$ cat src/rtl/frdt_pkg.sv
// Shared types, constants and codes of the foveated density texel block.
package frdt_pkg;

	// Default shading-rate texel size in pixels
	localparam int TEXEL_WIDTH_DEF  = 16;
	localparam int TEXEL_HEIGHT_DEF = 16;

	localparam int REG_IDX_W  = 3;
	localparam int REG_DATA_W = 15;

	// Setup divider: numerator bits retired one per cycle
	localparam int DIV_NUM_W = 40;
	localparam int DIV_DEN_W = 16;
	localparam int DIV_CNT_W = $clog2(DIV_NUM_W);

	// Queue between front and back
	localparam int QUEUE_DEPTH = 4;
	localparam int QUEUE_PTR_W = $clog2(QUEUE_DEPTH);

	typedef enum logic [REG_IDX_W-1:0] {
		REG_TARGET_WIDTH,
		REG_TARGET_HEIGHT,
		REG_MIN_RADIUS_PCT,
		REG_STRENGTH,
		REG_REGION_X,
		REG_REGION_Y,
		REG_REGION_WIDTH,
		REG_REGION_HEIGHT
	} reg_idx_t;

	typedef enum logic [2:0] {
		ST_SX,
		ST_SY,
		ST_MINR,
		ST_OUTER,
		ST_OFFX,
		ST_OFFY,
		ST_IDLE
	} setup_state_t;

	// Per-configuration values derived by the setup unit
	typedef struct packed {
		logic        ready;
		logic [14:0] sx;
		logic [14:0] sy;
		logic [14:0] tw;
		logic [14:0] th;
		logic [14:0] rw;
		logic [14:0] rh;
		logic [28:0] offx;
		logic [28:0] offy;
		logic [29:0] minr;
		logic [34:0] outer;
	} cfg_derived_t;

	// One classified texel waiting for the back end
	typedef struct packed {
		logic        outside;
		logic [13:0] col;
		logic [13:0] row;
		logic [15:0] fxp;
		logic [16:0] fyp;
	} q_item_t;

endpackage

$ cat src/rtl/frdt_in_if.sv
// Texel request channel: coordinate and eye focus.
interface frdt_in_if;
	logic               valid;
	logic               ready;
	logic [13:0]        texel_col;
	logic [13:0]        texel_row;
	logic signed [15:0] focus_x;
	logic signed [15:0] focus_y;

	modport source (output valid, output texel_col, output texel_row,
		output focus_x, output focus_y, input ready);
	modport sink (input valid, input texel_col, input texel_row,
		input focus_x, input focus_y, output ready);
endinterface

$ cat src/rtl/frdt_front.sv
// Front end: accept texels, flag those outside the map, and queue them.
module frdt_front import frdt_pkg::*; (
	input  logic         clk,
	input  logic         arst_n,
	frdt_in_if.sink      texel,
	input  cfg_derived_t drv,
	output q_item_t      item,
	output logic         item_valid,
	input  logic         item_pop
);

	q_item_t                mem [QUEUE_DEPTH];
	logic [QUEUE_PTR_W-1:0] wr_ptr_q, rd_ptr_q;
	logic [QUEUE_PTR_W:0]   count_q;
	logic                   push;
	q_item_t                cls;

	assign texel.ready = drv.ready && (count_q < (QUEUE_PTR_W + 1)'(QUEUE_DEPTH));
	assign push        = texel.valid && texel.ready;

	// Classify and bias the focus into unsigned offsets
	always_comb begin
		cls.outside = ({1'b0, texel.texel_col} >= drv.sx) || ({1'b0, texel.texel_row} >= drv.sy);
		cls.col     = texel.texel_col;
		cls.row     = texel.texel_row;
		cls.fxp     = {~texel.focus_x[15], texel.focus_x[14:0]};
		cls.fyp     = 17'd65536 - {1'b0, ~texel.focus_y[15], texel.focus_y[14:0]};
	end

	always_ff @(posedge clk) begin
		if (push) begin
			mem[wr_ptr_q] <= cls;
		end
	end

	// Advance pointers and occupancy
	always_ff @(posedge clk or negedge arst_n) begin
		if (!arst_n) begin
			wr_ptr_q <= '0;
			rd_ptr_q <= '0;
			count_q  <= '0;
		end else begin
			if (push) begin
				wr_ptr_q <= wr_ptr_q + 1'b1;
			end
			if (item_pop) begin
				rd_ptr_q <= rd_ptr_q + 1'b1;
			end
			if (push && !item_pop) begin
				count_q <= count_q + 1'b1;
			end else if (item_pop && !push) begin
				count_q <= count_q - 1'b1;
			end
		end
	end

	assign item       = mem[rd_ptr_q];
	assign item_valid = (count_q != '0);

endmodule

$ cat src/flat_wrapper.sv
// flat-port wrapper written by rule: the top's interface ports become plain ports
module frdt_front_flat import frdt_pkg::*;
  (clk, arst_n, drv, item, item_valid, item_pop, texel_valid, texel_texel_col, texel_texel_row, texel_focus_x, texel_focus_y, texel_ready);
  frdt_in_if texel_i ();
  input  logic clk;
  input  logic arst_n;
  input  cfg_derived_t drv;
  output q_item_t item;
  output logic item_valid;
  input  logic item_pop;
  input wire logic [$bits(texel_i.valid)-1:0] texel_valid;
  input wire logic [$bits(texel_i.texel_col)-1:0] texel_texel_col;
  input wire logic [$bits(texel_i.texel_row)-1:0] texel_texel_row;
  input wire logic [$bits(texel_i.focus_x)-1:0] texel_focus_x;
  input wire logic [$bits(texel_i.focus_y)-1:0] texel_focus_y;
  output wire logic [$bits(texel_i.ready)-1:0] texel_ready;
  assign texel_i.valid = texel_valid;
  assign texel_i.texel_col = texel_texel_col;
  assign texel_i.texel_row = texel_texel_row;
  assign texel_i.focus_x = texel_focus_x;
  assign texel_i.focus_y = texel_focus_y;
  assign texel_ready = texel_i.ready;
  frdt_front u_core (.clk(clk), .arst_n(arst_n), .texel(texel_i), .drv(drv), .item(item), .item_valid(item_valid), .item_pop(item_pop));
endmodule
$ cat config.mk
export PLATFORM = sky130hd
export DESIGN_NAME = frdt_front_flat
export DESIGN_NICKNAME = d
export VERILOG_FILES = /design/src/rtl/frdt_pkg.sv /design/src/rtl/frdt_in_if.sv /design/src/rtl/frdt_front.sv /design/src/flat_wrapper.sv
export SDC_FILE = /design/constraint.sdc
export NUM_CORES = 1
export LEC_CHECK = 0
export BUFFER_PORTS_ARGS = -buffer_cell sky130_fd_sc_hd__buf_4
export CAP_MARGIN = 20
export CORE_AREA = 2 2 153 155
export CTS_CLUSTER_SIZE = 10
export DETAILED_ROUTE_END_ITERATION = 7
export DIE_AREA = 0 0 155 157
export PLACE_DENSITY_LB_ADDON = 0.12
export SKIP_CTS_REPAIR_TIMING = 1
export SYNTH_ARGS = -nofsm -noshare
export SYNTH_HDL_FRONTEND = slang
export SYNTH_SLANG_ARGS = --single-unit
$ cat constraint.sdc
create_clock -name clk -period 2.6 [get_ports clk]
set_clock_uncertainty 0.1 [all_clocks]
set_input_delay 0.13 -clock clk [delete_from_list [all_inputs] [get_ports clk]]
set_output_delay 0.13 -clock clk [all_outputs]
set_load 0.02 [all_outputs]
==> impl_metrics.py <==
metrics = {
    "placed_design": {
        "gp_congestion": 0.7880,
        "hpwl_um": 13040,
        "place_area_um2": 11980,
        "place_ws_ns": 0.3430,
        "portBuffers": 158,
        "dp.cells": 941,
    },
    "final_layout": {
        "final_nets": 1064,
        "seqCellArea_um2": 7627,
        "layout-drive-gt1-share_pct": 35.19,
        "multiInputGateArea_um2": 2480,
        "synthToLayoutAreaGrowth_pct": 30.59,
        "n_fill_cell": 1692,
        "fin_area_um2": 13440,
        "finalCoreUtilization_pct": 59.71,
        "final_cells": 1058,
        "diodes": 0,
    },
    "status": {
        "violations": "hold timing",
        "outcome": "finished with violations",
    },
    "setup_path": {
        "crit_top_cell": "dlygate4sd3_1",
        "cp_slowest_stage_delay_ns": 0.66,
        "rr_worst_depth": 8,
        "cp.depth": 6,
        "reg2reg_slack_ns": 0.51,
        "cp_top_family": "buffers and inverters",
        "crit_required_ns": 2.85,
        "cp_num_buf_inv": 3,
        "crit_slowest_cell": "dlygate4sd3_1",
        "crit_chain": "dlygate4sd3_1 > buf_4 > or4_4 > or4b_4 > nor4_1 > dlygate4sd3_1",
        "crit_fanout": 4,
        "arrival_ns": 2.76,
        "start_kind": "input port",
        "endpoint_kind": "flip-flop",
        "regToRegEndpoint": "u_core.count_q[2]",
        "worstSetupPathType": "input port to flip-flop",
        "r2r-start": "u_core.count_q[2]",
    },
    "yosys": {
        "syn_area_per_cell_um2": 20.62,
        "ys_seq_area_share_pct": 74.08,
        "synthTopCellsByCount": "edfxtp_1 (248), mux4_2 (62), inv_1 (35), ha_1 (34), a21oi_1 (15)",
        "synth_warnings": 0,
        "yosysMostFrequentCell": "edfxtp_1",
        "synth_edf_count": 248,
        "ys_types": 34,
        "synth_top_area_share_pct": 72.38,
        "synthCells": 499,
        "yosys.area.top_type": "edfxtp_1",
        "syn_area_um2": 10290,
        "synth_area_leaders": "edfxtp_1 (72%), mux4_2 (14%), ha_1 (4.1%)",
        "synth_flop_cell": "edfxtp_1",
        "synth-seq-cells": 255,
        "syn-num-nets": 812,
        "synthArstFlopShare_pct": 2.745,
    },
    "sta": {
        "setup_viol": 0,
        "relSlewSlack_pct": 66.84,
        "worst_hold_slack_ns": -0.003817,
        "hold_viol": 4,
        "fin_crit_sh_pct": 96.25,
        "slew_violations": 0,
        "tightest_slew_ns": 0.4974,
        "timing.final.crit_period_ns": 2.503,
        "finalWorstSetupSlack_ns": 0.09738,
        "rsz0062_at_grt": "no",
        "fin_tns_setup_ns": 0,
        "fmax_mhz": 399.6,
    },
    "cts": {
        "clkSinkCount": 255,
        "cts_buffer_depth": 3,
        "cts_buffers": 29,
        "cts_tree": "yes",
        "clock_latency_ns": 0.52,
        "cts_max_level": 1,
        "root_buffer": "clkbuf_16",
        "clk_pin_slew_ns": 0.05,
    },
    "global_routing": {
        "antenna_found_initial": 0,
        "grt_pass1_wl_um": 31890,
        "grt_pass1_vias": 5794,
        "grt_overflow": 0,
        "grt_max_degree": 63,
        "grt_use_total_pct": 17.26,
    },
    "routing": {
        "firstDrtPassIters": 4,
        "post-route-drc-count": 0,
        "wl_um": 21090,
        "first_iter_violations": 280,
        "wl_per_cell_um": 19.93,
        "ant_nets": 0,
        "vias": 5565,
        "viasPerCell": 5.260,
    },
    "power": {
        "p_int_mw": 8.961,
        "p_comb_share_pct": 32.4,
        "swShare_pct": 29.59,
        "pwr-share-seq_pct": 39.8,
        "peakVddDrop_uv": 520.6,
        "power_density_nw_per_um2": 947.3,
        "clkPwrFrac_pct": 27.8,
        "p_sw_mw": 3.766,
        "p_leak_nw": 4.858,
    },
    "hold_path": {
        "hold_class": "input port to flip-flop",
        "hold_depth": 3,
        "worstHoldStart": "texel_focus_y[6]",
        "min_to": "u_core.mem[0][7]",
    },
    "die": {
        "die_h_um": 157,
        "die_area_um2": 24340,
        "ios": 342,
        "num_rows": 55,
        "core_area_um2": 22500,
        "die_width_um": 155,
        "start_util_pct": 45.72,
    },
    "flow_run": {
        "maxCapViolations": 0,
    },
}
## sequential cells by signal (all words and copies together) (netlist names)
register / count
u_core.wr_ptr_q: 2
u_core.mem: 248
u_core.rd_ptr_q: 2
u_core.count_q: 3
## power by group through the flow
| stage | combinational, mW | clock [mW] | sequential, mW |
|---|---|---|---|
| detailed placement | 4.11 | 0 | 5.17 |
| CTS | 4.13 | 3.64 | 5.08 |
| floorplan | 2.53 | 0 | 5.03 |
| global placement | 4.06 | 0 | 5.14 |
| global route | 4.42 | 3.81 | 5.11 |
| finish | 4.13 | 3.53 | 5.07 |
## metal layers
metal | GRT usage, % | vias up | share of wire [%]
met4 | 4.056 | 0 | 1.6
met5 | 0 | - | 0
li1 | - | 2528 | -
met1 | 22.35 | 2824 | 43
met2 | 29.02 | 182 | 48
met3 | 5.176 | 31 | 7.0
## kinds of logic after synthesis
| family | count (synthesis) | share of synthesized area (%) |
|---|---|---|
| buffers and inverters | 49 | 1.861 |
| flip-flops | 255 | 74.08 |
| AO/OA/AOI/OAI | 24 | 1.301 |
| XOR/XNOR | 20 | 1.703 |
| multiplexers | 63 | 13.68 |
| AND/OR/NAND/NOR | 53 | 3.040 |
| adder cells (fa/ha/maj) | 35 | 4.329 |
## worst register-to-register path, stage by stage (launching register included)
cell	delay, ns
dfrtp_1	0.39
nor2b_1	0.15
and2_0	0.28
ha_1	0.23
inv_1	0.06
fa_1	0.37
xor2_1	0.15
nor2_1	0.11
xor2_1	0.17
## metrics by stage
stage	hold WS [ns]	total power, mW
after floorplan	-0.2656	7.561
after global placement	-0.1537	9.207
after detailed placement	-0.1492	9.279
after CTS	-0.7108	12.85
after global routing	0.01775	13.35
final	-0.003817	12.73
## cell usage in the layout (no fill, tap or decap), drive strengths merged, types with 4 or more instances in the layout
| cell | netlist | final |
|---|---|---|
| edfxtp | 248 | 248 |
| buf | 7 | 171 |
| dlygate4sd3 | 0 | 64 |
| mux4 | 62 | 62 |
| clkbuf | 7 | 52 |
| inv | 35 | 35 |
| ha | 34 | 34 |
| a21oi | 15 | 15 |
| xnor2 | 13 | 13 |
| nor2 | 9 | 9 |
| xor2 | 7 | 7 |
| nand2 | 7 | 7 |
| dfrtp | 7 | 7 |
| nand3 | 6 | 6 |
| nor4 | 6 | 6 |
| nor3 | 5 | 5 |
| nand4 | 5 | 5 |
| o21ai | 5 | 5 |
| and3 | 4 | 4 |
## how the worst max path moves through the flow
stage / from / to / slack (ns)
6_report: texel_focus_y[7] / u_core.mem[0][16] / 0.1
5_1_grt: texel_focus_y[7] / u_core.mem[0][16] / 0.02
4_1_cts: u_core.rd_ptr_q[0] / item[46] / 0.1
3_5_place_dp: texel_focus_y[8] / u_core.mem[2][16] / 0.34
3_3_place_gp: texel_focus_y[8] / u_core.mem[2][16] / 0.40
2_1_floorplan: u_core.count_q[2] / u_core.mem[0][0] / 0.33
## final cells by class
cell class	instances	share of cell area [%]
sequential	255	56.77
multi-input combinational	195	18.46
timing repair buffer	235	15.07
clock buffer	52	6.044
tap	285	2.654
inverter	35	0.9778
clock inverter	1	0.02794
No activity file was read; power rests on OpenSTA's default activity.
