[config.mk]
export PLATFORM = sky130hd
export DESIGN_NAME = frdt_setup
export DESIGN_NICKNAME = d
export VERILOG_FILES = /design/src/rtl/frdt_pkg.sv /design/src/rtl/frdt_setup.sv
export SDC_FILE = /design/constraint.sdc
export NUM_CORES = 2
export LEC_CHECK = 0
export ABC_AREA = 1
export BUFFER_PORTS_ARGS = -buffer_cell sky130_fd_sc_hd__buf_2
export CAP_MARGIN = 20
export CORE_ASPECT_RATIO = 1.1
export CORE_UTILIZATION = 43
export DETAILED_ROUTE_END_ITERATION = 8
export GPL_TIMING_DRIVEN = 0
export PLACE_DENSITY = 0.57
export SLEW_MARGIN = 0
export SYNTH_ARGS = -nofsm -noshare
export SYNTH_HDL_FRONTEND = slang
export SYNTH_SLANG_ARGS = --single-unit
[constraint.sdc]
create_clock -name clk -period 7.7 [get_ports clk]
set_input_delay 1.155 -clock clk [delete_from_list [all_inputs] [get_ports clk]]
set_output_delay 1.155 -clock clk [all_outputs]
set_load 0.05 [all_outputs]
[src/rtl/frdt_pkg.sv]
// Shared types, constants and codes of the foveated density texel block.
package frdt_pkg;

	// Default shading-rate texel size in pixels
	localparam int TEXEL_WIDTH_DEF  = 16;
	localparam int TEXEL_HEIGHT_DEF = 16;

	localparam int REG_IDX_W  = 3;
	localparam int REG_DATA_W = 15;

	// Setup divider: numerator bits retired one per cycle
	localparam int DIV_NUM_W = 40;
	localparam int DIV_DEN_W = 16;
	localparam int DIV_CNT_W = $clog2(DIV_NUM_W);

	// Queue between front and back
	localparam int QUEUE_DEPTH = 4;
	localparam int QUEUE_PTR_W = $clog2(QUEUE_DEPTH);

	typedef enum logic [REG_IDX_W-1:0] {
		REG_TARGET_WIDTH,
		REG_TARGET_HEIGHT,
		REG_MIN_RADIUS_PCT,
		REG_STRENGTH,
		REG_REGION_X,
		REG_REGION_Y,
		REG_REGION_WIDTH,
		REG_REGION_HEIGHT
	} reg_idx_t;

	typedef enum logic [2:0] {
		ST_SX,
		ST_SY,
		ST_MINR,
		ST_OUTER,
		ST_OFFX,
		ST_OFFY,
		ST_IDLE
	} setup_state_t;

	// Per-configuration values derived by the setup unit
	typedef struct packed {
		logic        ready;
		logic [14:0] sx;
		logic [14:0] sy;
		logic [14:0] tw;
		logic [14:0] th;
		logic [14:0] rw;
		logic [14:0] rh;
		logic [28:0] offx;
		logic [28:0] offy;
		logic [29:0] minr;
		logic [34:0] outer;
	} cfg_derived_t;

	// One classified texel waiting for the back end
	typedef struct packed {
		logic        outside;
		logic [13:0] col;
		logic [13:0] row;
		logic [15:0] fxp;
		logic [16:0] fyp;
	} q_item_t;

endpackage

[src/rtl/frdt_setup.sv]
// Configuration registers and the iterative setup pass that derives per-map constants.
module frdt_setup import frdt_pkg::*; #(
	parameter int TEXEL_WIDTH  = TEXEL_WIDTH_DEF,
	parameter int TEXEL_HEIGHT = TEXEL_HEIGHT_DEF
) (
	input  logic                  clk,
	input  logic                  arst_n,
	input  logic                  write_en,
	input  logic [REG_IDX_W-1:0]  reg_index,
	input  logic [REG_DATA_W-1:0] write_data,
	output cfg_derived_t          drv
);

	logic [14:0] tw_raw_q, th_raw_q, rwid_q, rht_q;
	logic [13:0] rx_q, ry_q;
	logic [6:0]  pct_q, st_q;

	logic [14:0] sx_q, sy_q;
	logic [29:0] minr_q;
	logic [34:0] outer_q;
	logic [28:0] offx_q, offy_q;

	setup_state_t state_q, state_n;

	logic                 div_run_q;
	logic [DIV_CNT_W-1:0] div_cnt_q;
	logic [DIV_DEN_W-1:0] div_rem_q, div_den_q;
	logic [DIV_NUM_W-1:0] div_nq_q;
	logic [DIV_DEN_W:0]   div_cand;
	logic                 div_ge;
	logic [DIV_NUM_W-1:0] div_nq_n;
	logic                 div_done;

	logic [DIV_NUM_W-1:0] op_num;
	logic [DIV_DEN_W-1:0] op_den;

	logic [14:0] tw1, th1, rw, rh, min_s;
	logic [13:0] rx, ry;
	logic [6:0]  pct_c, st_c;
	logic [29:0] mr;
	logic        region_on;

	// Clamp and substitute register values
	assign tw1       = (tw_raw_q == '0) ? 15'd1 : tw_raw_q;
	assign th1       = (th_raw_q == '0) ? 15'd1 : th_raw_q;
	assign region_on = |{rx_q, ry_q, rwid_q, rht_q};
	assign rx        = region_on ? rx_q : '0;
	assign ry        = region_on ? ry_q : '0;
	assign rw        = (region_on && rwid_q != '0) ? rwid_q : tw1;
	assign rh        = (region_on && rht_q != '0) ? rht_q : th1;
	assign pct_c     = (pct_q == '0) ? 7'd1 : ((pct_q > 7'd100) ? 7'd100 : pct_q);
	assign st_c      = (st_q == '0) ? 7'd1 : ((st_q > 7'd100) ? 7'd100 : st_q);
	assign min_s     = (sx_q < sy_q) ? sx_q : sy_q;
	assign mr        = {min_s, 15'b0};

	// Register writes
	always_ff @(posedge clk or negedge arst_n) begin
		if (!arst_n) begin
			tw_raw_q <= 15'd1920;
			th_raw_q <= 15'd1080;
			pct_q    <= 7'd20;
			st_q     <= 7'd10;
			rx_q     <= '0;
			ry_q     <= '0;
			rwid_q   <= '0;
			rht_q    <= '0;
		end else if (write_en) begin
			case (reg_idx_t'(reg_index))
				REG_TARGET_WIDTH:   tw_raw_q <= write_data;
				REG_TARGET_HEIGHT:  th_raw_q <= write_data;
				REG_MIN_RADIUS_PCT: pct_q    <= write_data[6:0];
				REG_STRENGTH:       st_q     <= write_data[6:0];
				REG_REGION_X:       rx_q     <= write_data[13:0];
				REG_REGION_Y:       ry_q     <= write_data[13:0];
				REG_REGION_WIDTH:   rwid_q   <= write_data;
				REG_REGION_HEIGHT:  rht_q    <= write_data;
				default: ;
			endcase
		end
	end

	// One quotient bit per cycle
	assign div_cand = {div_rem_q, div_nq_q[DIV_NUM_W-1]};
	assign div_ge   = div_cand >= {1'b0, div_den_q};
	assign div_nq_n = {div_nq_q[DIV_NUM_W-2:0], div_ge};
	assign div_done = div_run_q && (div_cnt_q == DIV_CNT_W'(DIV_NUM_W - 1));

	// Next state
	always_comb begin
		state_n = state_q;
		if (write_en) begin
			state_n = ST_SX;
		end else if (div_done) begin
			case (state_q)
				ST_SX:    state_n = ST_SY;
				ST_SY:    state_n = ST_MINR;
				ST_MINR:  state_n = ST_OUTER;
				ST_OUTER: state_n = ST_OFFX;
				ST_OFFX:  state_n = ST_OFFY;
				default:  state_n = ST_IDLE;
			endcase
		end
	end

	// Divider operands for the current step
	always_comb begin
		op_num = '0;
		op_den = 16'd1;
		case (state_q)
			ST_SX: begin
				op_num = DIV_NUM_W'({tw_raw_q, 1'b0}) + DIV_NUM_W'(TEXEL_WIDTH);
				op_den = DIV_DEN_W'(2 * TEXEL_WIDTH);
			end
			ST_SY: begin
				op_num = DIV_NUM_W'({th_raw_q, 1'b0}) + DIV_NUM_W'(TEXEL_HEIGHT);
				op_den = DIV_DEN_W'(2 * TEXEL_HEIGHT);
			end
			ST_MINR: begin
				op_num = DIV_NUM_W'(pct_c) * DIV_NUM_W'(mr);
				op_den = 16'd100;
			end
			ST_OUTER: begin
				op_num = DIV_NUM_W'(mr - minr_q) * DIV_NUM_W'(10);
				op_den = DIV_DEN_W'(st_c);
			end
			ST_OFFX: begin
				op_num = DIV_NUM_W'(rx) * DIV_NUM_W'(sx_q);
				op_den = DIV_DEN_W'(tw1);
			end
			ST_OFFY: begin
				op_num = DIV_NUM_W'(ry) * DIV_NUM_W'(sy_q);
				op_den = DIV_DEN_W'(th1);
			end
			default: ;
		endcase
	end

	// Sequencer and divider state
	always_ff @(posedge clk or negedge arst_n) begin
		if (!arst_n) begin
			state_q   <= ST_SX;
			div_run_q <= 1'b0;
			div_cnt_q <= '0;
		end else begin
			state_q <= state_n;
			if (write_en || div_done) begin
				div_run_q <= 1'b0;
			end else if (state_q != ST_IDLE && !div_run_q) begin
				div_run_q <= 1'b1;
				div_cnt_q <= '0;
			end else if (div_run_q) begin
				div_cnt_q <= div_cnt_q + 1'b1;
			end
		end
	end

	// Load and advance the divider datapath
	always_ff @(posedge clk) begin
		if (!div_run_q) begin
			div_rem_q <= '0;
			div_nq_q  <= op_num;
			div_den_q <= op_den;
		end else begin
			div_rem_q <= div_ge ? DIV_DEN_W'(div_cand - {1'b0, div_den_q})
				: div_cand[DIV_DEN_W-1:0];
			div_nq_q  <= div_nq_n;
		end
	end

	// Capture each result as its division retires
	always_ff @(posedge clk) begin
		if (div_done) begin
			case (state_q)
				ST_SX:    sx_q <= (div_nq_n == '0) ? 15'd1 : div_nq_n[14:0];
				ST_SY:    sy_q <= (div_nq_n == '0) ? 15'd1 : div_nq_n[14:0];
				ST_MINR:  minr_q <= div_nq_n[29:0];
				ST_OUTER: outer_q <= (div_nq_n < DIV_NUM_W'(65536)) ? 35'd65536
					: div_nq_n[34:0];
				ST_OFFX:  offx_q <= div_nq_n[28:0];
				ST_OFFY:  offy_q <= div_nq_n[28:0];
				default: ;
			endcase
		end
	end

	// Derived values out
	always_comb begin
		drv.ready = (state_q == ST_IDLE);
		drv.sx    = sx_q;
		drv.sy    = sy_q;
		drv.tw    = tw1;
		drv.th    = th1;
		drv.rw    = rw;
		drv.rh    = rh;
		drv.offx  = offx_q;
		drv.offy  = offy_q;
		drv.minr  = minr_q;
		drv.outer = outer_q;
	end

endmodule

==> load_flow_metrics.sql <==
INSERT INTO impl_metrics (metric_group, metric, value, unit) VALUES
('synthesis', 'postSynthRegisterBits', '336', ''),
('timing', 'layout_worst_path_cycle_share', '94.2', '%'),
('pwr', 'clkPwrFrac', '11.6', '%'),
('final_layout', 'finalInstanceArea', '0.0424', 'mm^2'),
('detailed_routing', 'routedWlPerCell', '20.6', 'um'),
('critical_path', 'crit_slowest_cell', 'edfxtp_1', ''),
('detailed_routing', 'route.vias.total', '34100', ''),
('final_layout', 'ratio_of_cells_with_drive_above_1_in_the_final_layout', '7.85', '%'),
('final_layout', 'area.growth.synth_to_final', '11.5', '%'),
('synthesis', 'postSynth.topFlopCell', 'edfxtp_1', ''),
('global_route', 'globalRouteTotalUtil', '30.7', '%'),
('critical_path', 'critical_path.max_stage_delay', '640', 'ps'),
('detailed_routing', 'remaining_drc_errors', '0', ''),
('pwr', 'comb_power_share', '74.7', '%'),
('cts', 'ctsHoldBuffers', '0', ''),
('pwr', 'power-per-cell-area', '397', 'mW/mm^2'),
('cts', 'cts.clk_slew.worst_paths', '60', 'ps'),
('detailed_routing', 'detailedRoute.firstIterationViolations', '2950', ''),
('hold_path', 'hold_path_class', 'reg2reg', ''),
('final_layout', 'post-route-util', '48.4', '%'),
('synthesis', 'synth.most_common_cell', 'nand2_1', ''),
('timing', 'rsz0062_at_grt', 'no', ''),
('pwr', 'irDropWorstVdd', '0.393', 'mV'),
('timing', 'worst_slack', '446', 'ps'),
('timing', 'timing.slew.headroom', '33.6', '%'),
('floorplanning', 'io_pins', '235', ''),
('cts', 'max-clock-path-buffers', '3', ''),
('floorplanning', 'die_x', '286', 'um'),
('floorplanning', 'initial_utilization', '43.4', '%'),
('placed_design', 'placement.setup.worst_slack', '-428', 'ps'),
('synthesis', 'yosys_synthesis_warning_count', '0', ''),
('timing', 'final-max-slew-violation-count', '0', ''),
('global_route', 'grt_overflow_total', '0', ''),
('floorplanning', 'die-area', '0.0897', 'mm^2'),
('synthesis', 'netlist.top_cell.by_area', 'fa_1', ''),
('pwr', 'total_power', '16.8', 'mW'),
('critical_path', 'end_kind', 'flop', ''),
('pwr', 'internal-power', '7.52', 'mW'),
('floorplanning', 'placeableCoreArea', '0.0877', 'mm^2'),
('pwr', 'power.share.switching', '55.3', '%'),
('cts', 'clk_root_buffer_cell', 'clkbuf_16', ''),
('synthesis', 'avgSynthCellArea', '7.34', 'um^2'),
('placed_design', 'port_buffer_count', '234', ''),
('timing', 'finalSetupViolations', '0', ''),
('cts', 'cts_made_buffers', '41', ''),
('final_layout', 'layout.nets', '6209', ''),
('timing', 'fmax', '0.138', 'GHz'),
('global_route', 'maximum_number_of_pins_on_one_net_before_global_route_repair', '77', ''),
('job', 'max_cap_viols', '0', ''),
('status', 'outcome', 'complete, no violations', ''),
('timing', 'final-hold-violation-count', '0', ''),
('final_layout', 'fillerInstances', '9139', ''),
('cts', 'htreeDepth', '2', ''),
('timing', 'finalClockSkew', '31.6', 'ps'),
('cts', 'tritoncts', 'built', ''),
('synthesis', 'yosys.area.top_type_share', '19.6', '%'),
('placed_design', 'placed_area', '0.0409', 'mm^2'),
('timing', 'setup_tns', '0', 'ps'),
('pwr', 'cellLeakagePower', '23.4', 'nW'),
('final_layout', 'instances_no_fill', '6679', ''),
('placed_design', 'hpwl', '114000', 'um'),
('synthesis', 'yosys-top-cells-count', '1,548 x nand2_1, 1,185 x inv_1, 372 x fa_1', ''),
('synthesis', 'syn_inst', '5187', ''),
('global_route', 'number_of_global_route_vias_before_repair', '33400', ''),
('detailed_routing', 'drt-vias-per-instance', '5.11', ''),
('placed_design', 'placed_cells', '6590', ''),
('global_route', 'grt_pass1_wl', '206000', 'um'),
('synthesis', 'ys_top_cells_by_area', 'fa_1 20%, nand2_1 15%, edfxtp_1 13%, inv_1 12%, ha_1 11%', ''),
('synthesis', 'seq_total_area_yosys', '23.6', '%'),
('critical_path', 'setup.worst_path.start_class', 'flop', ''),
('synthesis', 'netlist-cell-type-count', '63', '');
-- worst max-delay path, delay by kind of cell (launching register included) --
family | cells | cell delay (ps)
buf+inv | 7 | 1090
simple gates | 16 | 1670
fa+ha+maj | 6 | 2700
flops | 1 | 640
compound gates | 4 | 1060
-- metal layers --
metal	up-vias	wire [um]	track usage (%)
li1	16300	-	-
met1	16500	58500	40.4
met2	1109	65300	52.1
met3	183	8430	3.78
met4	0	5180	10.4
met5	-	0	0
-- final cells by class --
class / instances / area [um^2] / share of cell area, %
buffer: 209 / 883 / 2.08
timing repair buffer: 263 / 1500 / 3.53
clock buffer: 57 / 1190 / 2.80
multi-input combinational: 3439 / 23800 / 56.0
sequential: 336 / 8980 / 21.2
inverter: 1194 / 4480 / 10.6
clock inverter: 19 / 181 / 0.428
antenna: 2 / 5.00 / 0.0118
tap: 1160 / 1450 / 3.42
-- power groups by stage --
| stage | clock (mW) | sequential [mW] | combinational (mW) |
|---|---|---|---|
| 2_1_floorplan | 0 | 2.23 | 9.17 |
| 3_3_place_gp | 0 | 2.33 | 12.3 |
| 3_5_place_dp | 0 | 2.33 | 12.4 |
| 4_1_cts | 1.99 | 2.30 | 12.6 |
| 5_1_grt | 2.06 | 2.32 | 14.4 |
| 6_report | 1.96 | 2.30 | 12.6 |
-- final timing paths --
check,startpoint,end,slack [ps],depth (start not counted)
worst max-delay path,sy_q[2],div_nq_q[31],450,33
worst min-delay path,div_nq_q[34],div_nq_q[35],460,2
worst max register to register,sy_q[2],div_nq_q[31],450,33
worst min register to register,div_nq_q[34],div_nq_q[35],460,2
max in group asynchronous,arst_n,tw_raw_q[7],6410,2
min in group asynchronous,arst_n,div_cnt_q[0],480,1
-- repair_timing --
action                     4_1_cts  5_1_grt
setup endpoints to repair       10       15
gates resized for setup         11        9
buffers inserted                 0       20
gates cloned                     0        0
hold endpoints to repair         0        0
-- cell usage in the layout (no fill, tap or decap), types with 13 or more instances in the layout --
master / n
nor2_1: 289
dfxtp_1: 56
fa_1: 372
clkbuf_8: 13
nand3b_1: 22
buf_2: 241
clkbuf_1: 189
nand2_1: 1548
dfrtp_1: 100
ha_1: 332
o21ai_2: 14
xor2_1: 32
buf_4: 21
nor3_1: 16
o21ai_0: 237
clkbuf_16: 42
a21oi_1: 127
inv_1: 1185
edfxtp_1: 168
nand3_1: 211
nor4_1: 25
nand4_1: 65
xnor2_1: 17
-- cells by family after synthesis --
| family | Yosys count | synth area share (%) |
|---|---|---|
| compound gates | 459 | 6.65 |
| xor+xnor | 49 | 1.13 |
| fa+ha+maj | 704 | 30.5 |
| buf+inv | 1412 | 14.2 |
| flops | 336 | 23.6 |
| simple gates | 2227 | 24.0 |
-- sequential cells by signal, summed over array words and instances, names as in the netlist, 16 cells and up --
| signal | flops |
|---|---|
| outer_q | 35 |
| offx_q | 29 |
| div_rem_q | 16 |
| minr_q | 30 |
| offy_q | 29 |
| div_nq_q | 40 |
Power figures use the tool's default switching activity.
